## config.mk

```make
export PLATFORM = sky130hd
export DESIGN_NAME = encoder_frame_velocity_estimator
export DESIGN_NICKNAME = d
export VERILOG_FILES = /design/src/sv/efve_pkg.sv /design/src/sv/encoder_frame_velocity_estimator.sv
export SDC_FILE = /design/constraint.sdc
export NUM_CORES = 2
export LEC_CHECK = 0
export BUFFER_PORTS_ARGS = -buffer_cell sky130_fd_sc_hd__buf_2
export CAP_MARGIN = 25
export CORE_ASPECT_RATIO = 0.8
export CORE_MARGIN = 2
export CORE_UTILIZATION = 43
export DETAILED_ROUTE_END_ITERATION = 10
export MAX_ROUTING_LAYER = met4
export PLACE_DENSITY = 0.6
export SKIP_LAST_GASP = 1
export SYNTH_ARGS = -nofsm -noshare
export SYNTH_HDL_FRONTEND = slang
export SYNTH_SLANG_ARGS = --single-unit
```

## constraint.sdc

```tcl
create_clock -name clk -period 12.1 [get_ports clk]
set_input_delay 3.025 -clock clk [delete_from_list [all_inputs] [get_ports clk]]
set_output_delay 3.025 -clock clk [all_outputs]
set_load 0.01 [all_outputs]
```

## src/sv/efve_pkg.sv

```systemverilog
// ----------------------------------------------------------------------------
// Encoder frame velocity estimator package
// Shared widths, constants, register indexes, sequencer states and the
// angle reduction table.
// ----------------------------------------------------------------------------
package efve_pkg;

  // Field widths.
  localparam int ANGLE_W  = 7;
  localparam int BYTE_W   = 8;
  localparam int VEL_W    = 38;
  localparam int SCALE_W  = 40;
  localparam int REVSPD_W = 16;
  localparam int TICK_W   = 32;
  localparam int DIVR_W   = TICK_W + 1;
  localparam int DIFF_W   = ANGLE_W + 2;

  // Angle segments per turn and half a turn.
  localparam int ANGLE_STEPS = 128;
  localparam int ANGLE_HALF  = ANGLE_STEPS / 2;

  // Frame bytes.
  localparam logic [BYTE_W-1:0] SYNC_BYTE = 8'hff;

  // Register reset values.
  localparam logic [SCALE_W-1:0]  RATE_SCALE_RESET     = 40'd77207781048;
  localparam logic [REVSPD_W-1:0] REVERSAL_SPEED_RESET = 16'd655;

  // Largest speed magnitude and the divider step count.
  localparam int SPEED_MAG_W = VEL_W - 1;
  localparam logic [SPEED_MAG_W-1:0] SPEED_MAX = '1;
  localparam logic [TICK_W-1:0] TICK_MAX = '1;
  localparam int DIV_STEPS = SCALE_W;
  localparam int DIV_CNT_W = $clog2(DIV_STEPS + 1);

  // Configuration register indexes.
  typedef enum logic [0:0] {
    CFG_RATE_SCALE     = 1'b0,
    CFG_REVERSAL_SPEED = 1'b1
  } cfg_index_t;

  // Sequencer states.
  typedef enum logic [2:0] {
    ST_IDLE,
    ST_DIV,
    ST_SCALE,
    ST_STORE,
    ST_MED_A,
    ST_MED_B,
    ST_OUT
  } state_t;

  // Raw angle reduced into the turn, one entry per 7-bit code.
  typedef logic [ANGLE_W-1:0] angle_tab_t [2**ANGLE_W];

  function automatic angle_tab_t build_angle_tab();
    angle_tab_t t;
    for (int i = 0; i < 2**ANGLE_W; i++) begin
      t[i] = ANGLE_W'(i % ANGLE_STEPS);
    end
    return t;
  endfunction

  localparam angle_tab_t ANGLE_TAB = build_angle_tab();

endpackage

```

## src/sv/encoder_frame_velocity_estimator.sv

```systemverilog
// A tick or a byte that does not close a frame leaves the sequencer idle.
// A frame that needs a speed division steps through the divider, scale, store,
// median and output states; a reversal frame starts at store, a reset at output.
// Frames share one 40-step restoring divider; no input is taken until idle again.
// Reset is synchronous and active high; it clears all motion state.
// ----------------------------------------------------------------------------
// Encoder frame velocity estimator
// Pairs received bytes into encoder frames, derives a period-based speed per
// channel with one shared bit-serial divider and median-filters three samples.
// ----------------------------------------------------------------------------
module encoder_frame_velocity_estimator (
  input  logic                            clk,
  input  logic                            rst,
  // Input stream.
  input  logic                            s_axis_tvalid,
  output logic                            s_axis_tready,
  input  logic [7:0]                      s_axis_tdata,   // [7:0] rx_byte
  input  logic [0:0]                      s_axis_tuser,   // [0] mode
  // Result stream.
  output logic                            m_axis_tvalid,
  input  logic                            m_axis_tready,
  output logic [55:0]                     m_axis_tdata,   // [6:0] angle,
                                                          // [14:7] raw_rate,
                                                          // [52:15] velocity
  output logic [1:0]                      m_axis_tuser,   // [0] channel,
                                                          // [1] was_reset
  // Configuration write channel.
  input  logic                            cfg_valid,
  output logic                            cfg_ready,
  input  efve_pkg::cfg_index_t            cfg_addr,
  input  logic [efve_pkg::SCALE_W-1:0]    cfg_data
);
  import efve_pkg::*;

  // Configuration registers.
  logic [SCALE_W-1:0]  rate_scale;
  logic [REVSPD_W-1:0] reversal_speed;

  // Frame and motion state.
  logic [BYTE_W-1:0]         first_byte;
  logic                      have_first;
  logic [ANGLE_W-1:0]        last_angle [2];
  logic signed [VEL_W-1:0]   filtered_speed [2];
  logic signed [VEL_W-1:0]   speed_history [2][3];
  logic [1:0]                history_slot [2];
  logic [TICK_W-1:0]         tick_count [2];

  // Sequencer and working registers.
  state_t                    state, state_next;
  logic                      ch;
  logic                      neg;
  logic [DIVR_W-1:0]         divisor;
  logic [DIVR_W-1:0]         rem;
  logic [SCALE_W-1:0]        quo;
  logic [DIV_CNT_W-1:0]      div_cnt;
  logic signed [VEL_W-1:0]   sample;
  logic signed [VEL_W-1:0]   med_lo;
  logic signed [VEL_W-1:0]   med_hi;
  logic                      res_reset;
  logic [ANGLE_W-1:0]        res_angle;
  logic [BYTE_W-1:0]         res_rate;
  logic signed [VEL_W-1:0]   res_vel;

  // Decoded input transaction.
  logic                      in_fire;
  logic                      is_tick;
  logic [BYTE_W-1:0]         rx;
  logic                      resync;
  logic                      reset_frame;
  logic                      frame_ch;
  logic [ANGLE_W-1:0]        raw;
  logic signed [DIFF_W-1:0]  diff;
  logic                      fs_neg;
  logic                      fs_pos;
  logic                      reversal;
  logic                      out_free;
  logic [DIVR_W:0]           rem_shift;
  logic [DIVR_W:0]           trial;
  logic [SPEED_MAG_W-1:0]    mag;
  logic signed [VEL_W-1:0]   med_c;
  logic signed [VEL_W-1:0]   med;

  assign cfg_ready     = 1'b1;
  assign s_axis_tready = (state == ST_IDLE);
  assign in_fire       = s_axis_tvalid && s_axis_tready;
  assign is_tick       = s_axis_tuser[0];
  assign rx            = s_axis_tdata;
  assign out_free      = !m_axis_tvalid || m_axis_tready;

  // Frame decode, angle step with wrap, and reversal detection.
  always_comb begin
    logic signed [DIFF_W-1:0] d;
    resync      = (rx == SYNC_BYTE) && (first_byte != SYNC_BYTE);
    reset_frame = (rx == SYNC_BYTE) && (first_byte == SYNC_BYTE);
    frame_ch    = first_byte[BYTE_W-1];
    raw         = ANGLE_TAB[first_byte[ANGLE_W-1:0]];
    d = $signed({2'b00, raw}) - $signed({2'b00, last_angle[frame_ch]});
    if (frame_ch) begin
      d = -d;
    end
    if (d < -DIFF_W'(ANGLE_HALF)) begin
      d = d + DIFF_W'(ANGLE_STEPS);
    end
    if (d > DIFF_W'(ANGLE_HALF)) begin
      d = d - DIFF_W'(ANGLE_STEPS);
    end
    diff     = d;
    fs_neg   = filtered_speed[frame_ch] < 0;
    fs_pos   = filtered_speed[frame_ch] > 0;
    reversal = (fs_neg && (diff > 0)) || (fs_pos && (diff < 0));
  end

  // Divider step, quotient saturation and median selection.
  always_comb begin
    rem_shift = {rem, quo[SCALE_W-1]};
    trial     = rem_shift - {1'b0, divisor};
    mag       = (quo > SCALE_W'(SPEED_MAX)) ? SPEED_MAX : quo[SPEED_MAG_W-1:0];
    med_c     = speed_history[ch][2];
    if (med_c <= med_lo) begin
      med = med_lo;
    end else if (med_c >= med_hi) begin
      med = med_hi;
    end else begin
      med = med_c;
    end
  end

  // Sequencer state register.
  always_ff @(posedge clk) begin
    if (rst) begin
      state <= ST_IDLE;
    end else begin
      state <= state_next;
    end
  end

  // Next state.
  always_comb begin
    state_next = state;
    unique case (state)
      ST_IDLE: begin
        if (in_fire && !is_tick && have_first && !resync) begin
          if (reset_frame) begin
            state_next = ST_OUT;
          end else if (reversal) begin
            state_next = ST_STORE;
          end else begin
            state_next = ST_DIV;
          end
        end
      end
      ST_DIV: begin
        if (div_cnt == DIV_CNT_W'(1)) begin
          state_next = ST_SCALE;
        end
      end
      ST_SCALE: state_next = ST_STORE;
      ST_STORE: state_next = ST_MED_A;
      ST_MED_A: state_next = ST_MED_B;
      ST_MED_B: state_next = ST_OUT;
      ST_OUT: begin
        if (out_free) begin
          state_next = ST_IDLE;
        end
      end
      default: state_next = ST_IDLE;
    endcase
  end

  // Configuration writes.
  always_ff @(posedge clk) begin
    if (rst) begin
      rate_scale     <= RATE_SCALE_RESET;
      reversal_speed <= REVERSAL_SPEED_RESET;
    end else if (cfg_valid && cfg_ready) begin
      unique case (cfg_addr)
        CFG_RATE_SCALE:     rate_scale     <= cfg_data;
        CFG_REVERSAL_SPEED: reversal_speed <= cfg_data[REVSPD_W-1:0];
      endcase
    end
  end

  // Frame assembly, motion state, tick counters and the speed datapath.
  always_ff @(posedge clk) begin
    if (rst) begin
      first_byte <= '0;
      have_first <= 1'b0;
      for (int c = 0; c < 2; c++) begin
        last_angle[c]     <= '0;
        filtered_speed[c] <= '0;
        history_slot[c]   <= '0;
        tick_count[c]     <= '0;
        for (int k = 0; k < 3; k++) begin
          speed_history[c][k] <= '0;
        end
      end
    end else begin
      unique case (state)
        ST_IDLE: begin
          if (in_fire) begin
            if (is_tick) begin
              for (int c = 0; c < 2; c++) begin
                if (tick_count[c] != TICK_MAX) begin
                  tick_count[c] <= tick_count[c] + 1'b1;
                end
              end
            end else if (!have_first) begin
              first_byte <= rx;
              have_first <= 1'b1;
            end else if (resync) begin
              first_byte <= rx;
            end else begin
              have_first <= 1'b0;
              if (reset_frame) begin
                for (int c = 0; c < 2; c++) begin
                  last_angle[c]     <= '0;
                  filtered_speed[c] <= '0;
                  history_slot[c]   <= '0;
                  for (int k = 0; k < 3; k++) begin
                    speed_history[c][k] <= '0;
                  end
                end
              end else begin
                last_angle[frame_ch] <= raw;
                tick_count[frame_ch] <= '0;
              end
            end
          end
        end
        ST_STORE: begin
          if (history_slot[ch] > 2'd2) begin
            speed_history[ch][0] <= sample;
            history_slot[ch]     <= 2'd1;
          end else begin
            speed_history[ch][history_slot[ch]] <= sample;
            history_slot[ch] <= (history_slot[ch] == 2'd2) ? 2'd0
                                                           : history_slot[ch] + 2'd1;
          end
        end
        ST_MED_B: begin
          filtered_speed[ch] <= med;
        end
        default: begin
        end
      endcase
    end
  end

  // Working registers of the shared divider and filter; no reset needed.
  always_ff @(posedge clk) begin
    unique case (state)
      ST_IDLE: begin
        if (in_fire && !is_tick && have_first && !resync) begin
          neg       <= diff < 0;
          divisor   <= {1'b0, tick_count[frame_ch]} + DIVR_W'(1);
          rem       <= '0;
          quo       <= rate_scale;
          div_cnt   <= DIV_CNT_W'(DIV_STEPS);
          res_reset <= reset_frame;
          if (reset_frame) begin
            ch        <= 1'b0;
            res_angle <= '0;
            res_rate  <= '0;
            res_vel   <= '0;
          end else begin
            ch       <= frame_ch;
            res_rate <= rx;
            if (frame_ch && (raw != '0)) begin
              res_angle <= ANGLE_W'(ANGLE_STEPS - int'(raw));
            end else begin
              res_angle <= raw;
            end
          end
          if (fs_neg) begin
            sample <= VEL_W'(reversal_speed);
          end else begin
            sample <= -VEL_W'(reversal_speed);
          end
        end
      end
      ST_DIV: begin
        div_cnt <= div_cnt - 1'b1;
        if (!trial[DIVR_W]) begin
          rem <= trial[DIVR_W-1:0];
          quo <= {quo[SCALE_W-2:0], 1'b1};
        end else begin
          rem <= rem_shift[DIVR_W-1:0];
          quo <= {quo[SCALE_W-2:0], 1'b0};
        end
      end
      ST_SCALE: begin
        if (neg) begin
          sample <= -$signed({1'b0, mag});
        end else begin
          sample <= $signed({1'b0, mag});
        end
      end
      ST_MED_A: begin
        if (speed_history[ch][0] < speed_history[ch][1]) begin
          med_lo <= speed_history[ch][0];
          med_hi <= speed_history[ch][1];
        end else begin
          med_lo <= speed_history[ch][1];
          med_hi <= speed_history[ch][0];
        end
      end
      ST_MED_B: begin
        res_vel <= med;
      end
      default: begin
      end
    endcase
  end

  // Output register.
  always_ff @(posedge clk) begin
    if (rst) begin
      m_axis_tvalid <= 1'b0;
    end else if (state == ST_OUT && out_free) begin
      m_axis_tvalid <= 1'b1;
    end else if (m_axis_tready) begin
      m_axis_tvalid <= 1'b0;
    end
  end

  always_ff @(posedge clk) begin
    if (state == ST_OUT && out_free) begin
      m_axis_tdata <= {3'b000, res_vel, res_rate, res_angle};
      m_axis_tuser <= {res_reset, ch};
    end
  end

  // A reset result carries channel 0 and an all-zero payload.
  a_reset_result_zero: assert property (@(posedge clk) disable iff (rst)
    (m_axis_tvalid && m_axis_tuser[1]) |-> (m_axis_tdata == '0 && !m_axis_tuser[0]))
    else $error("reset result with nonzero payload");

  // Speeds are saturated, so the most negative code never appears.
  a_velocity_bound: assert property (@(posedge clk) disable iff (rst)
    m_axis_tvalid |-> (m_axis_tdata[52:15] != {1'b1, {(VEL_W-1){1'b0}}}))
    else $error("velocity out of range");

  // The history slot pointers stay within the three samples.
  a_slot_range: assert property (@(posedge clk) disable iff (rst)
    (history_slot[0] != 2'd3) && (history_slot[1] != 2'd3))
    else $error("history slot out of range");

  // The divider never runs with a zero divisor or an exhausted count.
  a_div_operands: assert property (@(posedge clk) disable iff (rst)
    (state == ST_DIV) |-> (divisor != '0 && div_cnt != '0))
    else $error("divider started with bad operands");

  // A frame that closes without a reversal or a reset enters the divider next.
  a_div_entry: assert property (@(posedge clk) disable iff (rst)
    (state == ST_IDLE && in_fire && !is_tick && have_first && !resync &&
     !reset_frame && !reversal) |=> (state == ST_DIV && div_cnt == DIV_CNT_W'(DIV_STEPS)))
    else $error("divider not started for a frame");

endmodule

```

# Word-level counts from Yosys, hierarchy flattened
# Memory sizes are Yosys's and may differ from the RTL's. A register that Yosys moved wholly into a read port is not among the register bits.
# Index checks and enable logic that the tools add are counted.
word_totals:
  regBits: 406
  ram_bits: 386
  romBits: 896
  inputBits: 55
  out_inout_bits: 61
  elab_cells: 326
  n_memories: 6
memory_table:
  columns: ["memory", "depth", "width", "read_ports", "rd_ports_with_merged_regs", "write_ports", "line", "source"]
  rows:
  - ["(name not given)", 128, 7, 1, 0, 0, "encoder_frame_velocity_estimator.sv:96", "raw = ANGLE_TAB[first_byte[ANGLE_W-1:0]];"]
  - ["speed_history", 2, 114, 1, 1, 2, "encoder_frame_velocity_estimator.sv:44", "logic signed [VEL_W-1:0] speed_history [2][3];"]
  - ["filtered_speed", 2, 38, 1, 1, 2, "encoder_frame_velocity_estimator.sv:43", "logic signed [VEL_W-1:0] filtered_speed [2];"]
  - ["tick_count", 2, 32, 3, 1, 2, "encoder_frame_velocity_estimator.sv:46", "logic [TICK_W-1:0] tick_count [2];"]
  - ["last_angle", 2, 7, 1, 1, 2, "encoder_frame_velocity_estimator.sv:42", "logic [ANGLE_W-1:0] last_angle [2];"]
  - ["history_slot", 2, 2, 1, 1, 2, "encoder_frame_velocity_estimator.sv:45", "logic [1:0] history_slot [2];"]
classes:
  n_addsub: 13
  order_cmp: 14
  eq_ne: 18
  muxes: 161
  n_bitwise: 57
  reduce_logical: 36
ops:
  columns: ["cell", "n"]
  rows:
  - ["$mux W38", 19]
  - ["$mux W114", 3]
  - ["$pmux W38 S2", 2]
  - ["$reduce_or A114 Y1", 1]
  - ["$mux W1", 103]
  - ["$mux W32", 3]
  - ["$pmux W40 S2", 1]
  - ["$demux W38 S2", 1]
  - ["$mux W33", 2]
  - ["$pmux W33 S2", 1]
  - ["$add A32 B1 Y32 const B", 2]
  - ["$ne A32 B32 Y1 const B", 2]
  - ["$or A1 B1 Y1", 53]
  - ["$mux W7", 6]
  - ["$gt A40 B37 Y1 const B", 1]
  - ["$mux W40", 1]
  - ["$ge A38 B38 Y1", 1]
  - ["$gt A38 B1 Y1 const B", 1]
  - ["$le A38 B38 Y1", 1]
  - ["$lt A38 B1 Y1 const B", 1]
  - ["$lt A38 B38 Y1", 1]
  - ["$neg A16 Y38", 1]
  - ["$neg A37 Y38", 1]
  - ["$reduce_or A38 Y1", 1]
  - ["49 further kinds", 90]

# Longest topological paths before layout
depth:
  depth_word: 18
  mapped_depth: 25
  ltp_nobuf: 19

# Worst setup path after synthesis
# Ideal clock, no wire load.
synth_path:
  path_type: "input port to flip-flop"
  start: "input port rst"
  end: "memory speed_history[0][100] (netlist name) (enable)"
  setup_time_ns: 0.486
  arrival_time_ns: 6.193
  required_ns: 11.614
  slack_ns: 5.421
  path_stages: 2
  path_buffers: 0
  cell_sequence: "or3_1 o21ai_0"
synth_lines:
  columns: ["element", "line", "source"]
  rows:
  - ["start: declaration", "encoder_frame_velocity_estimator.sv:13", "input logic rst,"]
  - ["end: declaration", "encoder_frame_velocity_estimator.sv:44", null]

==> load_flow_metrics.sql <==
INSERT INTO impl_metrics (metric_group, metric, value, unit) VALUES
('outcome', 'result_of_the_run', 'complete, no violations', ''),
('timing', 'max_freq', '169', 'MHz'),
('routing', 'wire_per_inst', '19.3', 'um'),
('cts', 'cts_htree_levels', '3', ''),
('timing', 'setup_total_negative_slack', '0', 'ns'),
('routing', 'final_antenna_net_count', '0', ''),
('critical_path', 'critical_path.slowest_cell', 'sky130_fd_sc_hd__dfxtp_4', ''),
('global_routing', 'grt_util_all_layers', '0.216', ''),
('placement', 'place_hpwl', '73000', 'um'),
('yosys', 'synth.most_common_cell', 'sky130_fd_sc_hd__edfxtp_1', ''),
('yosys', 'synth_top_flop_cell', 'sky130_fd_sc_hd__edfxtp_1', ''),
('routing', 'dr.first_iter.drc_count', '3253', ''),
('global_routing', 'largest_net_degree_at_the_start_of_global_routing', '125', ''),
('cts', 'cts_hold_bufs', '0', ''),
('min_path', 'hp-class', 'flop to flop', ''),
('placement', 'io_buffer_count', '111', ''),
('power_and_ir_drop', 'power.sequential.fraction', '0.498', ''),
('yosys', 'asyncSetResetFlopFracSynth', '0', ''),
('yosys', 'post_synth.cell_area_avg', '10.3', 'um^2'),
('floorplan', 'ios', '116', ''),
('yosys', 'syn-instance-count', '4070', ''),
('critical_path', 'worst_r2r_path_depth', '15', ''),
('power_and_ir_drop', 'clockPowerShare', '0.404', ''),
('critical_path', 'rrSetupSlack', '6.17', 'ns'),
('cells_and_area', 'finalNetCount', '4324', ''),
('critical_path', 'cp_max_fo', '45', ''),
('routing', 'viasPerCell', '5.49', ''),
('yosys', 'synth_common_cells', '659 x sky130_fd_sc_hd__edfxtp_1, 422 x sky130_fd_sc_hd__nand2_1, 370 x sky130_fd_sc_hd__nor2_1, 366 x sky130_fd_sc_hd__o21ai_0, 251 x sky130_fd_sc_hd__and2_1', ''),
('cells_and_area', 'num_antenna_cells', '0', ''),
('critical_path', 'setup.worst_path.class', 'flop to flop', ''),
('cts', 'cts_max_path_buffers', '3', ''),
('power_and_ir_drop', 'cellPowerDensity', '134', 'mW/mm^2'),
('routing', 'remaining_drc_errors', '0', ''),
('power_and_ir_drop', 'internal_power', '0.00466', 'W'),
('placement', 'routability_driven_placement_congestion_ratio', '0.893', ''),
('timing', 'worstMarginPinSlew', '1.07', 'ns'),
('timing', 'setup_repair_after_global_routing_missed_its_margin', 'false', ''),
('floorplan', 'dieWidth', '352', 'um'),
('yosys', 'synth.cell_area', '0.0418', 'mm^2'),
('critical_path', 'critPathRequiredTime', '12.48', 'ns'),
('floorplan', 'rows', '102', ''),
('routing', 'via_count', '30008', ''),
('yosys', 'synth.top_cell.area_share', '0.474', ''),
('cts', 'root_buffer', 'sky130_fd_sc_hd__clkbuf_16', ''),
('timing', 'hold-worst-slack', '0.417', 'ns'),
('critical_path', 'cpPeakStageDelay', '0.77', 'ns'),
('cts', 'tritoncts', 'yes', ''),
('yosys', 'yosys.cell_types.count', '78', ''),
('critical_path', 'critical-path-top-cell-by-count', 'sky130_fd_sc_hd__buf_4', ''),
('floorplan', 'core_region_area', '0.0965', 'mm^2'),
('power_and_ir_drop', 'swShare', '0.252', ''),
('timing', 'post-route-min-period', '5.93', 'ns'),
('power_and_ir_drop', 'static-leakage-power', '17.4', 'nW'),
('floorplan', 'initial_utilization', '0.433', ''),
('cells_and_area', 'area.sequential', '0.0225', 'mm^2'),
('cells_and_area', 'fillers', '8929', ''),
('routing', 'detailedRoute.firstPassIterationCount', '6', ''),
('yosys', 'netlist_top_cells_area', 'sky130_fd_sc_hd__edfxtp_1 47%, sky130_fd_sc_hd__dfxtp_1 6.5%, sky130_fd_sc_hd__ha_1 4.9%, sky130_fd_sc_hd__o21ai_0 4.4%, sky130_fd_sc_hd__nand2_1 3.8%', ''),
('floorplan', 'total_die_area', '0.0996', 'mm^2'),
('timing', 'relSlewSlack', '0.285', ''),
('cells_and_area', 'multi_input_area', '0.0179', 'mm^2'),
('yosys', 'synth_edf_count', '659', ''),
('power_and_ir_drop', 'share_comb_of_total_power', '0.098', ''),
('cts', 'post_cts_buffers', '0', ''),
('cts', 'clock_sinks', '794', ''),
('cts', 'cts-resized-gates', '0', ''),
('yosys', 'synth_seq_cells', '794', ''),
('cts', 'insertion_delay', '0.67', 'ns'),
('critical_path', 'cp-end-kind', 'flop', ''),
('timing', 'skew', '0.0295', 'ns'),
('yosys', 'synth_top_area_cell', 'sky130_fd_sc_hd__edfxtp_1', '');
## metrics by stage
stage / instances / total power (W) / instance area (um^2) / worst slack, ns / utilization
4_1_cts: 5459 / 0.00628 / 46300 / 5.46 / 0.480
3_3_place_gp: 5305 / 0.00374 / 43600 / 5.40 / 0.452
5_1_grt: 5467 / 0.00647 / 46500 / 5.97 / 0.482
3_5_place_dp: 5308 / 0.00376 / 43700 / 5.46 / 0.453
6_report: 5467 / 0.00623 / 46500 / 6.17 / 0.482
2_1_floorplan: 4072 / 0.00358 / 41800 / 5.42 / -
## power groups by stage
stage          Sequential (W)  Combinational, W  Clock (W)
2_1_floorplan         0.00314          0.000441          0
3_3_place_gp          0.00316          0.000586          0
3_5_place_dp          0.00316          0.000597          0
4_1_cts               0.00310          0.000600    0.00258
5_1_grt               0.00311          0.000683    0.00267
6_report              0.00310          0.000610    0.00252
## area by class of cell
type | count | share of cell area
sequential | 794 | 0.484
multi-input combinational | 2875 | 0.386
clock buffer | 101 | 0.0483
tap | 1300 | 0.0350
timing repair buffer | 165 | 0.0240
inverter | 182 | 0.0147
clock inverter | 50 | 0.00856
## path summary, 6_finish.rpt
kind	endpoint
worst max-delay path	filtered_speed[1][16]
worst min-delay path	m_axis_tdata[7]
worst max register to register	filtered_speed[1][16]
worst min register to register	m_axis_tdata[7]
## registers in the layout, indices dropped and copies added (netlist names), 3 cells and up, named ones only
| name | count |
|---|---|
| state | 3 |
| history_slot | 4 |
| div_cnt | 6 |
| rate_scale | 40 |
| rem | 33 |
| quo | 40 |
| res_rate | 8 |
| med_lo | 38 |
| res_angle | 7 |
| med_hi | 38 |
| divisor | 33 |
| first_byte | 8 |
| tick_count | 64 |
| m_axis_tdata | 53 |
| res_vel | 38 |
| filtered_speed | 76 |
| speed_history | 228 |
| sample | 38 |
| last_angle | 14 |
| reversal_speed | 16 |
## per-layer routing
metal  wire length, um  global-route usage  share of wire  vias up
met5                 0                   -              0        -
met3              7480              0.0297          0.071      104
li1                  -                   -              -    14629
met4              1590              0.0416          0.015        0
met1             54700               0.344           0.52    14300
met2             41800               0.289           0.40      975
## logic make-up after synthesis
group,Yosys count,share of synthesized area
mux,196,0.0504
other cells,2,0.000180
compound gates,796,0.109
buf+inv,403,0.0372
fa+ha+maj,167,0.0504
flops,794,0.539
xor+xnor,158,0.0331
simple gates,1554,0.181
## worst max-delay path, delay by kind of cell (launching register included)
kind                       cells  cell delay [ns]
AOI/OAI and AO/OA              9             2.53
adders and majority gates      1             0.30
buffers and inverters          3             1.15
DFF                            1             0.77
muxes                          1             0.44
and+or+nand+nor                1             0.34
## layout by cell type (no fill, tap or decap), drive strengths merged, types with 81 or more instances in the layout
cell,n
clkbuf,101
nor2,370
nand3,206
and2,253
inv,191
edfxtp,659
ha,165
buf,164
a21oi,183
mux2,115
mux2i,81
o21ai,368
dfxtp,135
nand2,423
Power figures use the tool's default switching activity.
